[src/design/pwmd_pkg.sv]
// Shared types and constants for the pulse-width Manchester decoder.
package pwmd_pkg;

  localparam int DURATION_W  = 15;
  localparam int PERIOD_W    = 15;
  localparam int TOLERANCE_W = 14;
  localparam int STATUS_W    = 3;
  localparam int FRAME_DATA_W = 32;
  localparam int COUNT_W     = 6;
  localparam int CFG_INDEX_W = 1;
  localparam int CFG_DATA_W  = 15;
  localparam int WINDOW_W    = 16;

  localparam int DATA_BITS_DEFAULT = 32;

  localparam logic [PERIOD_W-1:0]    BIT_PERIOD_RESET = PERIOD_W'(833);
  localparam logic [TOLERANCE_W-1:0] TOLERANCE_RESET  = TOLERANCE_W'(105);

  typedef enum logic [CFG_INDEX_W-1:0] {
    REG_BIT_PERIOD = 1'b0,
    REG_TOLERANCE  = 1'b1
  } cfg_reg_t;

  typedef enum logic [1:0] {
    PH_START = 2'd0,
    PH_EDGE  = 2'd1,
    PH_MID   = 2'd2,
    PH_HALT  = 2'd3
  } phase_t;

  typedef enum logic [STATUS_W-1:0] {
    ST_OK         = 3'd0,
    ST_BAD_START  = 3'd1,
    ST_BAD_SECOND = 3'd2,
    ST_ENDED_LOW  = 3'd3,
    ST_BAD_WIDTH  = 3'd4
  } status_t;

  typedef struct packed {
    logic level;
    logic last;
    logic padding;
    logic is_half;
    logic is_full;
  } pulse_class_t;

  typedef struct packed {
    status_t                  status;
    logic [FRAME_DATA_W-1:0]  data;
    logic [COUNT_W-1:0]       count;
  } frame_result_t;

endpackage

[src/design/pwmd_pulse_if.sv]
// Channel interface that carries one measured pulse per transaction.
interface pwmd_pulse_if;
  logic                                valid;
  logic                                ready;
  logic                                pulse_level;
  logic [pwmd_pkg::DURATION_W-1:0]     pulse_duration;
  logic                                last_pulse;

  modport source (output valid, output pulse_level, output pulse_duration,
                  output last_pulse, input ready);
  modport sink (input valid, input pulse_level, input pulse_duration,
                input last_pulse, output ready);
endinterface

[src/design/pwmd_frame_if.sv]
// Channel interface that carries one decoded frame result per transaction.
interface pwmd_frame_if;
  logic                                valid;
  logic                                ready;
  logic [pwmd_pkg::STATUS_W-1:0]       frame_status;
  logic [pwmd_pkg::FRAME_DATA_W-1:0]   frame_data;
  logic [pwmd_pkg::COUNT_W-1:0]        bit_count;

  modport source (output valid, output frame_status, output frame_data,
                  output bit_count, input ready);
  modport sink (input valid, input frame_status, input frame_data,
                input bit_count, output ready);
endinterface

[src/design/pwmd_cfg_if.sv]
// Configuration write channel interface: register index and write data.
interface pwmd_cfg_if;
  logic                                valid;
  logic                                ready;
  logic [pwmd_pkg::CFG_INDEX_W-1:0]    reg_index;
  logic [pwmd_pkg::CFG_DATA_W-1:0]     wdata;

  modport source (output valid, output reg_index, output wdata, input ready);
  modport sink (input valid, input reg_index, input wdata, output ready);
endinterface

[src/design/pwmd_decode.sv]
// Frame decode state machine: applies one classified pulse per step.
module pwmd_decode #(
  parameter int DATA_BITS = pwmd_pkg::DATA_BITS_DEFAULT
) (
  input  logic                    clk,
  input  logic                    rst,
  input  logic                    step,
  input  pwmd_pkg::pulse_class_t  pulse,
  output pwmd_pkg::frame_result_t result
);

  pwmd_pkg::phase_t             phase, phase_next;
  logic                         prev_bit, prev_bit_next;
  logic                         pend_level, pend_level_next;
  logic [DATA_BITS-1:0]         shift_data, shift_data_next;
  logic [pwmd_pkg::COUNT_W-1:0] count, count_next;
  pwmd_pkg::status_t            err, err_next;
  logic                         push;
  logic                         push_value;
  logic [pwmd_pkg::FRAME_DATA_W-1:0] data_out;

  always_comb begin
    phase_next = phase;
    if (pulse.padding) begin
      if (phase == pwmd_pkg::PH_START) begin
        phase_next = pwmd_pkg::PH_HALT;
      end else if (phase == pwmd_pkg::PH_MID && !pend_level) begin
        phase_next = pwmd_pkg::PH_HALT;
      end
    end else begin
      unique case (phase)
        pwmd_pkg::PH_START: begin
          phase_next = (pulse.level && pulse.is_half) ? pwmd_pkg::PH_EDGE : pwmd_pkg::PH_HALT;
        end
        pwmd_pkg::PH_EDGE: begin
          if (pulse.is_half) begin
            if (pulse.last) begin
              if (!pulse.level) begin
                phase_next = pwmd_pkg::PH_HALT;
              end
            end else begin
              phase_next = pwmd_pkg::PH_MID;
            end
          end else if (!pulse.is_full) begin
            phase_next = pwmd_pkg::PH_HALT;
          end
        end
        pwmd_pkg::PH_MID: begin
          phase_next = pulse.is_half ? pwmd_pkg::PH_EDGE : pwmd_pkg::PH_HALT;
        end
        pwmd_pkg::PH_HALT: begin
          phase_next = pwmd_pkg::PH_HALT;
        end
      endcase
    end
  end

  always_comb begin
    err_next        = err;
    prev_bit_next   = prev_bit;
    pend_level_next = pend_level;
    push            = 1'b0;
    push_value      = prev_bit;
    if (pulse.padding) begin
      if (phase == pwmd_pkg::PH_START) begin
        err_next = pwmd_pkg::ST_BAD_START;
      end else if (phase == pwmd_pkg::PH_MID && !pend_level) begin
        err_next = pwmd_pkg::ST_ENDED_LOW;
      end
    end else begin
      unique case (phase)
        pwmd_pkg::PH_START: begin
          if (!(pulse.level && pulse.is_half)) begin
            err_next = pwmd_pkg::ST_BAD_START;
          end
        end
        pwmd_pkg::PH_EDGE: begin
          if (pulse.is_half) begin
            if (pulse.last) begin
              if (!pulse.level) begin
                err_next = pwmd_pkg::ST_ENDED_LOW;
              end
            end else begin
              pend_level_next = pulse.level;
            end
          end else if (pulse.is_full) begin
            prev_bit_next = ~prev_bit;
            push          = 1'b1;
            push_value    = ~prev_bit;
          end else begin
            err_next = pwmd_pkg::ST_BAD_WIDTH;
          end
        end
        pwmd_pkg::PH_MID: begin
          if (pulse.is_half) begin
            push = 1'b1;
          end else begin
            err_next = pwmd_pkg::ST_BAD_SECOND;
          end
        end
        pwmd_pkg::PH_HALT: begin
          push = 1'b0;
        end
      endcase
    end
    shift_data_next = push ? {shift_data[DATA_BITS-2:0], push_value} : shift_data;
    count_next      = (push && count != '1) ? count + 1'b1 : count;
  end

  always_comb begin
    result.status = err_next;
    result.data   = data_out;
    result.count  = count_next;
  end

  if (DATA_BITS >= pwmd_pkg::FRAME_DATA_W) begin : g_data_wide
    assign data_out = shift_data_next[pwmd_pkg::FRAME_DATA_W-1:0];
  end else begin : g_data_narrow
    assign data_out = {{(pwmd_pkg::FRAME_DATA_W-DATA_BITS){1'b0}}, shift_data_next};
  end

  always_ff @(posedge clk) begin
    if (rst || (step && pulse.last)) begin
      phase      <= pwmd_pkg::PH_START;
      prev_bit   <= 1'b1;
      pend_level <= 1'b0;
      shift_data <= '0;
      count      <= '0;
      err        <= pwmd_pkg::ST_OK;
    end else if (step) begin
      phase      <= phase_next;
      prev_bit   <= prev_bit_next;
      pend_level <= pend_level_next;
      shift_data <= shift_data_next;
      count      <= count_next;
      err        <= err_next;
    end
  end

endmodule

[src/design/pulse_width_manchester_decoder.sv]
// Top level of the pulse-width Manchester frame decoder.
// Output: a frame result is registered in the output register once its last pulse leaves the input register.
// Throughput: one pulse per cycle; the input stalls only while a last pulse waits in the
// input register behind a result that has not been taken.
// Reset: clears all valid flags and frame state and loads the timing registers with
// 833 us bit period and 105 us tolerance.
module pulse_width_manchester_decoder #(
  parameter int DATA_BITS = pwmd_pkg::DATA_BITS_DEFAULT
) (
  input logic          clk,
  input logic          rst,
  pwmd_pulse_if.sink   pulse,
  pwmd_frame_if.source frame,
  pwmd_cfg_if.sink     cfg
);

  logic [pwmd_pkg::PERIOD_W-1:0]    bit_period;
  logic [pwmd_pkg::TOLERANCE_W-1:0] tolerance;

  logic [pwmd_pkg::WINDOW_W-1:0] dur_w, tol_w, half_w, full_w;
  pwmd_pkg::pulse_class_t        pulse_class;
  pwmd_pkg::pulse_class_t        s1_pulse;
  logic                          s1_valid;
  logic                          s1_stall;
  logic                          s1_fire;
  pwmd_pkg::frame_result_t       result;
  logic                          out_valid;
  pwmd_pkg::frame_result_t       out_result;

  assign cfg.ready = 1'b1;

  always_ff @(posedge clk) begin
    if (rst) begin
      bit_period <= pwmd_pkg::BIT_PERIOD_RESET;
      tolerance  <= pwmd_pkg::TOLERANCE_RESET;
    end else if (cfg.valid) begin
      unique case (pwmd_pkg::cfg_reg_t'(cfg.reg_index))
        pwmd_pkg::REG_BIT_PERIOD: bit_period <= cfg.wdata[pwmd_pkg::PERIOD_W-1:0];
        pwmd_pkg::REG_TOLERANCE:  tolerance  <= cfg.wdata[pwmd_pkg::TOLERANCE_W-1:0];
      endcase
    end
  end

  // Window tests are rewritten as dur + tol > nominal so nothing goes negative.
  always_comb begin
    dur_w  = {1'b0, pulse.pulse_duration};
    tol_w  = {2'b0, tolerance};
    half_w = {2'b0, bit_period[pwmd_pkg::PERIOD_W-1:1]};
    full_w = {1'b0, bit_period};
    pulse_class.level   = pulse.pulse_level;
    pulse_class.last    = pulse.last_pulse;
    pulse_class.padding = pulse.last_pulse && !pulse.pulse_level && (pulse.pulse_duration == '0);
    pulse_class.is_half = (dur_w + tol_w > half_w) && (dur_w < half_w + tol_w);
    pulse_class.is_full = (dur_w + tol_w > full_w) && (dur_w < full_w + tol_w);
  end

  assign s1_stall    = s1_valid && s1_pulse.last && out_valid && !frame.ready;
  assign s1_fire     = s1_valid && !s1_stall;
  assign pulse.ready = !s1_stall;

  always_ff @(posedge clk) begin
    if (rst) begin
      s1_valid <= 1'b0;
    end else if (pulse.ready) begin
      s1_valid <= pulse.valid;
    end
  end

  always_ff @(posedge clk) begin
    if (pulse.ready && pulse.valid) begin
      s1_pulse <= pulse_class;
    end
  end

  pwmd_decode #(
    .DATA_BITS (DATA_BITS)
  ) u_decode (
    .clk    (clk),
    .rst    (rst),
    .step   (s1_fire),
    .pulse  (s1_pulse),
    .result (result)
  );

  always_ff @(posedge clk) begin
    if (rst) begin
      out_valid <= 1'b0;
    end else if (s1_fire && s1_pulse.last) begin
      out_valid <= 1'b1;
    end else if (frame.ready) begin
      out_valid <= 1'b0;
    end
  end

  always_ff @(posedge clk) begin
    if (s1_fire && s1_pulse.last) begin
      out_result <= result;
    end
  end

  assign frame.valid        = out_valid;
  assign frame.frame_status = out_result.status;
  assign frame.frame_data   = out_result.data;
  assign frame.bit_count    = out_result.count;

endmodule
[src/flat_wrapper.sv]
// flat-port wrapper written by rule: the top's interface ports become plain ports
module pulse_width_manchester_decoder_flat 
#(
  parameter int DATA_BITS = pwmd_pkg::DATA_BITS_DEFAULT
)
  (clk, rst, pulse_valid, pulse_pulse_level, pulse_pulse_duration, pulse_last_pulse, pulse_ready, frame_valid, frame_frame_status, frame_frame_data, frame_bit_count, frame_ready, cfg_valid, cfg_reg_index, cfg_wdata, cfg_ready);
  pwmd_pulse_if pulse_i ();
  pwmd_frame_if frame_i ();
  pwmd_cfg_if cfg_i ();
  input logic clk;
  input logic rst;
  input wire logic [$bits(pulse_i.valid)-1:0] pulse_valid;
  input wire logic [$bits(pulse_i.pulse_level)-1:0] pulse_pulse_level;
  input wire logic [$bits(pulse_i.pulse_duration)-1:0] pulse_pulse_duration;
  input wire logic [$bits(pulse_i.last_pulse)-1:0] pulse_last_pulse;
  output wire logic [$bits(pulse_i.ready)-1:0] pulse_ready;
  output wire logic [$bits(frame_i.valid)-1:0] frame_valid;
  output wire logic [$bits(frame_i.frame_status)-1:0] frame_frame_status;
  output wire logic [$bits(frame_i.frame_data)-1:0] frame_frame_data;
  output wire logic [$bits(frame_i.bit_count)-1:0] frame_bit_count;
  input wire logic [$bits(frame_i.ready)-1:0] frame_ready;
  input wire logic [$bits(cfg_i.valid)-1:0] cfg_valid;
  input wire logic [$bits(cfg_i.reg_index)-1:0] cfg_reg_index;
  input wire logic [$bits(cfg_i.wdata)-1:0] cfg_wdata;
  output wire logic [$bits(cfg_i.ready)-1:0] cfg_ready;
  assign pulse_i.valid = pulse_valid;
  assign pulse_i.pulse_level = pulse_pulse_level;
  assign pulse_i.pulse_duration = pulse_pulse_duration;
  assign pulse_i.last_pulse = pulse_last_pulse;
  assign pulse_ready = pulse_i.ready;
  assign frame_valid = frame_i.valid;
  assign frame_frame_status = frame_i.frame_status;
  assign frame_frame_data = frame_i.frame_data;
  assign frame_bit_count = frame_i.bit_count;
  assign frame_i.ready = frame_ready;
  assign cfg_i.valid = cfg_valid;
  assign cfg_i.reg_index = cfg_reg_index;
  assign cfg_i.wdata = cfg_wdata;
  assign cfg_ready = cfg_i.ready;
  pulse_width_manchester_decoder #(.DATA_BITS(DATA_BITS)) u_core (.clk(clk), .rst(rst), .pulse(pulse_i), .frame(frame_i), .cfg(cfg_i));
endmodule
[config.mk]
export PLATFORM = sky130hd
export DESIGN_NAME = pulse_width_manchester_decoder_flat
export DESIGN_NICKNAME = d
export VERILOG_FILES = /design/src/design/pwmd_pkg.sv /design/src/design/pwmd_pulse_if.sv /design/src/design/pwmd_frame_if.sv /design/src/design/pwmd_cfg_if.sv /design/src/design/pwmd_decode.sv /design/src/design/pulse_width_manchester_decoder.sv /design/src/flat_wrapper.sv
export SDC_FILE = /design/constraint.sdc
export NUM_CORES = 1
export LEC_CHECK = 0
export ABC_AREA = 1
export BUFFER_PORTS_ARGS = -buffer_cell sky130_fd_sc_hd__buf_2
export CAP_MARGIN = 20
export CORE_UTILIZATION = 40
export CTS_CLUSTER_SIZE = 28
export DETAILED_ROUTE_END_ITERATION = 16
export PLACE_DENSITY = 0.57
export SLEW_MARGIN = 10
export SYNTH_ARGS = -nofsm -noshare
export SYNTH_HDL_FRONTEND = slang
export SYNTH_SLANG_ARGS = --single-unit
[constraint.sdc]
create_clock -name clk -period 4.3 [get_ports clk]
set_clock_uncertainty 0.15 [all_clocks]
set_input_delay 0.86 -clock clk [delete_from_list [all_inputs] [get_ports clk]]
set_output_delay 0.86 -clock clk [all_outputs]
set_load 0.02 [all_outputs]
After elaboration in Yosys (flattened, before gate mapping)
Cells that the tools add are included.
{"block": "classes", "n_lt_le_gt_ge": 4, "n_addsub": 4, "n_reduce_logical": 25, "n_bitwise": 4, "n_eq_ne": 7, "n_mux": 33}
{"cell": "$add 15x14->16", "count": 2}
{"cell": "$lt 15x16->1", "count": 2}
{"cell": "$mux 32", "count": 1}
{"cell": "$mux 3", "count": 9}
{"cell": "$mux 2", "count": 9}
{"cell": "$gt 16x14->1", "count": 1}
{"cell": "$gt 16x15->1", "count": 1}
{"cell": "$add 14x14->15", "count": 1}
{"cell": "$logic_not 15->1", "count": 1}
{"cell": "$logic_and 1x1->1", "count": 13}
{"cell": "$mux 1", "count": 10}
{"cell": "$pmux 3 s3", "count": 1}
{"cell": "$pmux 2 s4", "count": 1}
{"cell": "$add 6x1->6 const B", "count": 1}
{"cell": "$mux 6", "count": 1}
{"cell": "$ne 6x6->1 const B", "count": 1}
{"cell": "$ne 5x5->1 const B", "count": 1}
{"cell": "$reduce_and 5->1", "count": 1}
{"cell": "$eq 2x2->1 const B", "count": 2}
{"cell": "$logic_not 1->1", "count": 4}
{"cell": "$ne 4x2->1 const B", "count": 1}
{"cell": "$not 1->1", "count": 4}
{"cell": "$reduce_and 2->1", "count": 2}
{"cell": "$reduce_and 4->1", "count": 1}
{"cell": "other kinds (6)", "count": 6}
{"block": "word_totals", "ff_bits": 122, "output_inout_bits": 44, "elab_cells": 95}

Logic depth before layout (Yosys ltp)
Gate-level depths: netlist of the first run.
{"block": "logic_depth", "word_depth": 7, "mapped_depth": 20, "depth_no_buf": 20}

By module
Synthesis of the first run repeated with hierarchy kept, for this count alone.
{"block": "hier_totals", "cells_unflattened": 1137, "area_unflattened_um2": 8759.7}
{"module": "pulse_width_manchester_decoder", "area_each_um2": 5919.4, "instances": 1, "cells_per_inst": 706}
{"module": "pwmd_decode", "area_each_um2": 2840.2, "instances": 1, "cells_per_inst": 431}

Worst setup path after synthesis of the first run
No wires, ideal clock.
{"block": "synth_timing", "path_kind": "input-to-reg", "start": "input pulse_pulse_duration[0]", "end": "register u_core.s1_pulse[1] (netlist bit), data pin", "path_stages": 18, "path_buffers": 0, "slack_ns": 0.813, "arrival_ns": 3.087, "setup_ns": 0.249, "path_cell_list": "ha_1 > inv_1 > fa_1 > nand3b_1 > nand3_1 > a21oi_1 > o21ai_0 > nand2_1 > nand2_1 > xor2_1 > ha_1 > nand2_1 > nor3b_1 > nand3_1 > nand2_1 > nand3_1 > nand2_1 > inv_1"}
{"element": "start: declaration", "line": "flat_wrapper.sv:14", "source": "input wire logic [$bits(pulse_i.pulse_duration)-1:0] pulse_pulse_duration;"}
{"element": "end signal: assignment", "line": "pulse_width_manchester_decoder.sv:71", "source": "s1_pulse <= pulse_class;"}
{"element": "end: declaration", "line": "pulse_width_manchester_decoder.sv:22", "source": "pwmd_pkg::pulse_class_t s1_pulse;"}

==> results of run 1 <==
==> area by class of cell <==
type	count	area [µm²]	share of cell area, %
sequential	122	2900	30.5
multi-input combinational	748	4590	48.2
inverter	174	653	6.85
clock inverter	15	178	1.86
tap	270	338	3.55
clock buffer	17	425	4.46
timing repair buffer	85	438	4.60
==> per-stage QoR <==
stage / area [µm²] / total power [mW] / util, %
2_1_floorplan: 8280 / 2.01 / -
3_3_place_gp: 8920 / 2.25 / 44.1
3_5_place_dp: 8920 / 2.25 / 44.1
4_1_cts: 9530 / 3.75 / 47.1
5_1_grt: 9530 / 3.95 / 47.1
6_report: 9530 / 3.72 / 47.1
==> cell usage in the layout (no fill, tap or decap), drive strengths merged <==
cell / netlist / layout
edfxtp: 46 / 46
nand4: 9 / 9
o21a: 4 / 4
a21oi: 118 / 118
o211ai: 3 / 3
clkbuf: 12 / 17
conb: 1 / 1
buf: 14 / 85
a21boi: 1 / 1
a21o: 11 / 11
nor3b: 1 / 1
clkinv: 0 / 4
a31o: 1 / 1
nand3b: 2 / 2
ha: 104 / 104
nor4: 5 / 5
inv: 174 / 183
xor2: 30 / 30
nand2: 187 / 187
o31ai: 3 / 3
bufinv: 0 / 2
fa: 3 / 3
nand3: 40 / 40
a221oi: 1 / 1
o22ai: 3 / 3
o21ai: 125 / 125
dfxtp: 76 / 76
a211oi: 2 / 2
xnor2: 12 / 12
nor3: 13 / 13
nor2: 65 / 65
a31oi: 4 / 4
==> flip-flops by register name, indices dropped and copies added, names as in the netlist <==
signal / cells
u_core.frame.frame_data: 32
u_core.u_decode.shift_data: 32
u_core.bit_period: 15
u_core.tolerance: 14
u_core.frame.bit_count: 6
u_core.u_decode.count: 6
u_core.s1_pulse: 5
u_core.frame.frame_status: 3
u_core.u_decode.err: 3
u_core.u_decode.phase: 2
u_core.frame.valid: 1
u_core.s1_valid: 1
u_core.u_decode.pend_level: 1
u_core.u_decode.prev_bit: 1
==> worst max-delay path, stage by stage <==
cell and delay (ns):
buf_2 0.12, ha_1 0.17, inv_1 0.05, fa_1 0.41, nand3b_1 0.17, nand3_1 0.13, a21oi_1 0.12, o21ai_0 0.28
nand2_1 0.08, nand2_1 0.08, xor2_1 0.09, ha_1 0.28, nand2_1 0.06, nor3b_1 0.27, nand3_1 0.11, nand2_1 0.11
nand3_1 0.07, nand2_1 0.07, inv_1 0.04
==> routing by layer <==
metal	GRT usage [%]	up-vias	routed length [µm]
met4	6.79	0	442
met3	3.89	32	629
met1	25.2	3161	9480
met5	0	-	0
met2	31.6	120	8950
li1	-	3741	-
==> power groups by stage <==
stage / logic, mW / registers (mW) / clock network (mW)
2_1_floorplan: 0.671 / 1.34 / 0
3_3_place_gp: 0.909 / 1.34 / 0
3_5_place_dp: 0.914 / 1.34 / 0
4_1_cts: 0.921 / 1.31 / 1.52
5_1_grt: 1.06 / 1.32 / 1.57
6_report: 0.919 / 1.31 / 1.49
==> synthesized netlist by cell type <==
library cell and number:
clkbuf_1 12, nor3b_1 1, nor4_1 5, dfxtp_1 76, o31ai_1 3, nand3b_1 2, nor3_1 13, buf_6 2
a21boi_0 1, nand4_1 9, o21a_1 4, xor2_1 30, a21o_1 11, nor2_8 1, inv_1 169, a21oi_1 108
nand3_1 38, a211oi_1 2, ha_1 104, nor2_4 2, nand2_2 1, a21oi_2 10, o22ai_1 3, o21ai_1 30
edfxtp_1 46, inv_2 5, o211ai_1 3, a31oi_1 4, fa_1 3, nor2_1 62, o21ai_0 95, a221oi_1 1
nand2_1 186, buf_2 10, buf_1 1, nand3_2 2, xnor2_1 12, buf_4 1, conb_1 1, a31o_2 1
==> cell families after synthesis <==
| group | Yosys count |
|---|---|
| and+or+nand+nor | 322 |
| AOI/OAI and AO/OA | 276 |
| buffers and inverters | 200 |
| DFF | 122 |
| adders and majority gates | 107 |
| xor gates and xnor gates | 42 |
| other | 1 |
==> final timing paths <==
check	from	endpoint	slack, ns	cells after the start
hold reg to reg	u_core.u_decode.pend_level$_SDFFE_PP0P_	u_core.u_decode.pend_level$_SDFFE_PP0P_	0.31	2
setup / recovery	pulse_pulse_duration[0]	u_core.s1_pulse[1]$_DFFE_PP_	0.76	19
setup reg to reg	u_core.tolerance[0]$_SDFFE_PP1P_	u_core.s1_pulse[0]$_DFFE_PP_	0.81	19
hold / removal	u_core.u_decode.pend_level$_SDFFE_PP0P_	u_core.u_decode.pend_level$_SDFFE_PP0P_	0.31	2
==> metrics.md, run 1 <==
| Metric | Value |
|---|---|
| Antenna cells | 0 |
| Worst hold margin | 0.308 ns |
| Clk_lat worst skew | 0.43 ns |
| # hold bufs at CTS | 0 |
| Global-route wire length before repair | 32.7 mm |
| Pin count of the biggest net entering global routing | 79 |
| Nets@finish | 1293 |
| Via density | 4.93 |
| Mux contribution to synthesized area | 0% |
| Cell Rows | 52 |
| Power density cells | 390 nW/µm² |
| Setup TNS | 0 ns |
| CTS tree | built |
| #FFs+latches synth | 122 |
| Routed Antenna Nets | 0 |
| Layout area overhead | 15.1% |
| Final WS setup | 0.755 ns |
| Share of layout cells above drive strength 1 | 12.0% |
| CTS resizes | 0 |
| Arrival @ worst endpoint | 3.58 ns |
| Post-CTS Setup Inserts | 0 |
| Share of power burned in registers | 35.3% |
| VDD IR max | 0.000257 V |
| Clock sink total | 122 |
| RSZ-0062 raised after global routing | no |
| CTS clk-pin slew, worst paths | 0.06 ns |
| Yosys top cell by area | dfxtp_1 |
| Syn Nets | 1215 |
| Simple-gate share of the synthesized area | 16.5% |
| IO Pins | 82 |
| Antenna violations before repair | 0 |
| HP Class | flip-flop to flip-flop |
| Post-route DRC violation count | 0 |
| Critical path launch point type | input port |
| Status | finished clean |
| Cells after DPL | 1399 |
| Syn Inst Count | 1070 |
| Final Hold Vio Count | 0 |
| PortBufs | 80 |
| H-Tree Depth | 4 |
| Fill count | 2063 |
| Leakage | 4.66 nW |
| Top-area cell type share of the netlist area | 18.4% |
| Final Max Slew Viols | 0 |
| Dpl hpwl | 14.9 mm |
| Synth top area cells | dfxtp_1 18%, edfxtp_1 17%, ha_1 16% |
| Post-Synth XOR/XNOR Area | 4.44% |
| DIE AREA | 21300 µm² |
| Ys Warns | 0 |
| Horiz. Die Dim | 146 µm |
| Routed vias | 7054 |
| Comb pwr share | 24.7% |
| Placer Congestion | 0.892 |
| Net Sw Power | 1.23 mW |
| GRT Overall Usage | 19.3% |
| Yosys cell types | 40 |
| Routed WL | 19.5 mm |
| Switching Fraction | 33.0% |
| Crit-path max FO | 4 |
| Max_cap viols | 0 |
| Mean Syn Cell Area | 7.74 µm² |
| CP Capture Type | flip-flop |
| Setup-failing EPs final | 0 |
| Drt first-iter violations | 340 |
| Post-Place Worst Slack | 0.361 ns |
| Grt ovf | 0 |
| CP Class | input port to flip-flop |
| Part of the Yosys area used for sequential elements | 35.1% |
| Drt first pass iters | 4 |
| Clk pwr share | 39.9% |
| Crit path time final | 3.54 ns |
| Fmax | 282 MHz |
| Slew HR | 44.1% |
| Initial Util | 40.9% |
| CTS buffer count | 17 |
| Post-Synth Adder-Cell Area | 16.4% |
| Wire per inst | 13.6 µm |
| Die height | 146 µm |
| Final Instance Count excl. Fillers | 1431 |
| CTS max path bufs | 2 |
| Vias in the first global route | 6599 |
| Worst slew pin tran | 0.839 ns |
| Post-Synthesis Cell Area | 8280 µm² |
| Tcrit/Tclk final | 82.4% |
| Root buffer cell | clkbuf_16 |
| Synth Area in Compound Gates | 18.1% |
| Int Power | 2.49 mW |
| Req. time, crit path | 4.33 ns |
| Largest family of logic cells by synthesized area | compound AO/OA/AOI/OAI gates |
| Core Region | 20200 µm² |
Note: power is estimated with default switching activity, not from simulation.
==> run 2: changes to the inputs <==
- ABC_AREA: 1 -> 0
- PLACE_DENSITY: 0.57 -> 0.59
- clock period: 4.3 -> 2.96 ns (I/O delays scaled with it)
==> metrics.md, run 2 <==
| Metric | Value |
|---|---|
| Leakage | 4.67 nW |
| Most frequent cells in the layout | 129 x buf_4, 107 x nor2_1, 100 x nand2_1, 98 x ha_1 |
| Share of layout cells above drive strength 1 | 29.5% |
| Post-Place Worst Slack | -0.779 ns |
| Most common cell in the netlist | nor2_1 |
| Die height | 144 µm |
| Ys flop type | dfxtp_1 |
| CTS clk-pin slew, worst paths | 0.07 ns |
| GRT Overall Usage | 20.7% |
| Antenna violations before repair | 0 |
| Root buffer cell | clkbuf_16 |
| Tcrit/Tclk final | 119% |
| Final Max Slew Viols | 0 |
| Setup-failing EPs final | 2 |
| CTS max path bufs | 2 |
| CTS buffer count | 17 |
| IO Pins | 82 |
| Top-area cell type share of the netlist area | 18.8% |
| Via density | 5.15 |
| Synth top area cells | dfxtp_1 19%, edfxtp_1 17%, ha_1 16% |
| Post-Synth XOR/XNOR Area | 4.34% |
| Most common cell after layout, fill and taps aside | buf_4 |
| Slew HR | 38.5% |
| Max_cap viols | 0 |
| Post-Layout Inst Area | 10500 µm² |
| CP Capture Type | flip-flop |
| Part of the Yosys area used for sequential elements | 36.0% |
| Clock sink total | 122 |
| Initial Util | 41.1% |
| Uppermost layer routed | met4 |
| Cell Rows | 51 |
| PortBufs | 80 |
| Wire per inst | 14.8 µm |
| Syn Nets | 1051 |
| Routed vias | 7130 |
| CTS tree | built |
| Number of flops mapped to enable cells by yosys | 46 |
| Critical path launch point type | flip-flop |
| Met3 routed WL | 598 µm |
| Largest family of logic cells by synthesized area | simple AND/OR/NAND/NOR gates |
| H-Tree Depth | 4 |
| Mean Syn Cell Area | 8.91 µm² |
| Placer Congestion | 0.866 |
| Routed Antenna Nets | 0 |
| Final WS setup | -0.555 ns |
| Layout area overhead | 30.3% |
| Ys Warns | 0 |
| Met2 WL post-DR | 9.48 mm |
| HP Class | input port to flip-flop |
| M1 wire length | 10.1 mm |
| Status | finished, violations left |
| Simple-gate share of the synthesized area | 18.1% |
| VDD IR max | 0.000419 V |
| Drt first-iter violations | 333 |
| Syn Inst Count | 906 |
| RSZ-0062 raised after global routing | yes |
| Antenna cells | 0 |
| Final Hold Vio Count | 0 |
| Yosys cell types | 64 |
| #FFs+latches synth | 122 |
| Post-route DRC violation count | 0 |
| Post-synth top cells | 109 x nor2_1, 104 x ha_1, 100 x nand2_1 |
| Synth Area in Compound Gates | 16.8% |
| Dpl hpwl | 15.7 mm |
| Arrival @ worst endpoint | 3.64 ns |
| Routed WL | 20.4 mm |
| Total power | 5.32 mW |
| Worst slew pin tran | 0.923 ns |
| Worst hold margin | 0.233 ns |
| Clk_lat worst skew | 0.43 ns |
| Failing checks | negative setup slack |
| Nets@finish | 1252 |
| Post-Synthesis Cell Area | 8070 µm² |
| Global-route wire length before repair | 33.4 mm |
| Drt first pass iters | 4 |
| Vias in the first global route | 6871 |
| DIE AREA | 20800 µm² |
| Horiz. Die Dim | 144 µm |
| Power density cells | 506 nW/µm² |
| Crit path time final | 3.51 ns |
| Req. time, crit path | 3.08 ns |
| Crit-path max FO | 4 |
| Async set-reset flop share out of synthesis | 0% |
| Pin count of the biggest net entering global routing | 46 |
| Fmax | 285 MHz |
| CP Class | flip-flop to flip-flop |
| Yosys top cell by area | dfxtp_1 |
| Mux contribution to synthesized area | 4.59% |
| Post-Synth Adder-Cell Area | 16.9% |
| Core Region | 19700 µm² |
| Grt ovf | 0 |
| Placed Instance Area | 9750 µm² |
[run 2: cell types whose count changed after synthesis, moves of 12 or more]
cell	before	now
a21oi_1	108	83
mux2_2	0	32
nand3_1	38	12
o21ai_0	95	38
nor2_1	62	109
nand2_1	186	100
inv_1	169	37
clkbuf_1	12	24
nor3_1	13	46
o21ai_1	30	1
a21o_1	11	23
[run 2: power breakdown]
group          total (mW)  switching, mW  internal [mW]
Sequential           1.89         0.0637           1.82
Combinational        1.31          0.679          0.633
Clock                2.12          0.917           1.21
Total                5.32           1.66           3.66
[run 2: what timing repair did]
action | CTS | global route
hold endpoints to repair | 0 | 0
pin swaps | 25 | 15
buffers inserted | 4 | 2
endpoints found under the setup margin | 2 | 2
cloned | 0 | 0
resized for setup | 20 | 10
hold buffers | 0 | 0
[run 2: path summary, 6_finish.rpt]
kind,cells past startpoint,endpoint,slack [ns],start
worst max-delay path,17,u_core.s1_pulse[0]$_DFFE_PP_,-0.55,u_core.tolerance[0]$_SDFFE_PP1P_
worst min-delay path,2,u_core.bit_period[9]$_SDFFE_PP1P_,0.23,cfg_wdata[9]
worst min register to register,2,u_core.u_decode.count[4]$_SDFFE_PP0P_,0.32,u_core.u_decode.count[4]$_SDFFE_PP0P_
worst max register to register,17,u_core.s1_pulse[0]$_DFFE_PP_,-0.55,u_core.tolerance[0]$_SDFFE_PP1P_
[run 2: metal layers]
layer,global-route usage (%),vias up
met5,0,-
met4,6.22,0
met2,35.1,118
met1,27.1,3311
met3,2.88,23
li1,-,3678
[run 2: cell families after synthesis]
family / count (synthesis)
and+or+nand+nor: 324
muxes: 33
adders and majority gates: 107
xor gates and xnor gates: 40
buffers and inverters: 68
other: 1
DFF: 122
AOI/OAI and AO/OA: 211
[run 2: final cells by class]
class / count / area [µm²]
multi-input cells: 716 / 5110
repair buffers: 213 / 1420
clock buffers: 17 / 425
clock inverters: 15 / 176
fillers: 1871 / 9130
flip-flops and latches: 122 / 2910
well taps: 265 / 332
inverters: 37 / 139
[run 2: through the flow]
| stage | instances | TNS (ns) | utilization [%] |
|---|---|---|---|
| 2_1_floorplan | 906 | -0.806 | - |
| 3_3_place_gp | 1347 | -1.48 | 49.6 |
| 3_5_place_dp | 1347 | -1.52 | 49.6 |
| 4_1_cts | 1383 | -1.06 | 53.2 |
| 5_1_grt | 1385 | -1.32 | 53.5 |
| 6_report | 1385 | -1.08 | 53.5 |
[run 2: critical path, stage by stage, from the launching register on]
cell	delay [ns]
dfxtp_4	0.39
ha_4	0.14
inv_2	0.03
fa_2	0.34
nor2b_2	0.13
o31a_1	0.20
o21ai_2	0.09
nand2_1	0.10
nand3_2	0.10
a311oi_2	0.23
xnor2_1	0.15
ha_1	0.26
nand2_1	0.09
o21ai_2	0.06
a2111oi_2	0.27
o21ai_1	0.14
a221oi_2	0.32
a2bb2oi_1	0.18
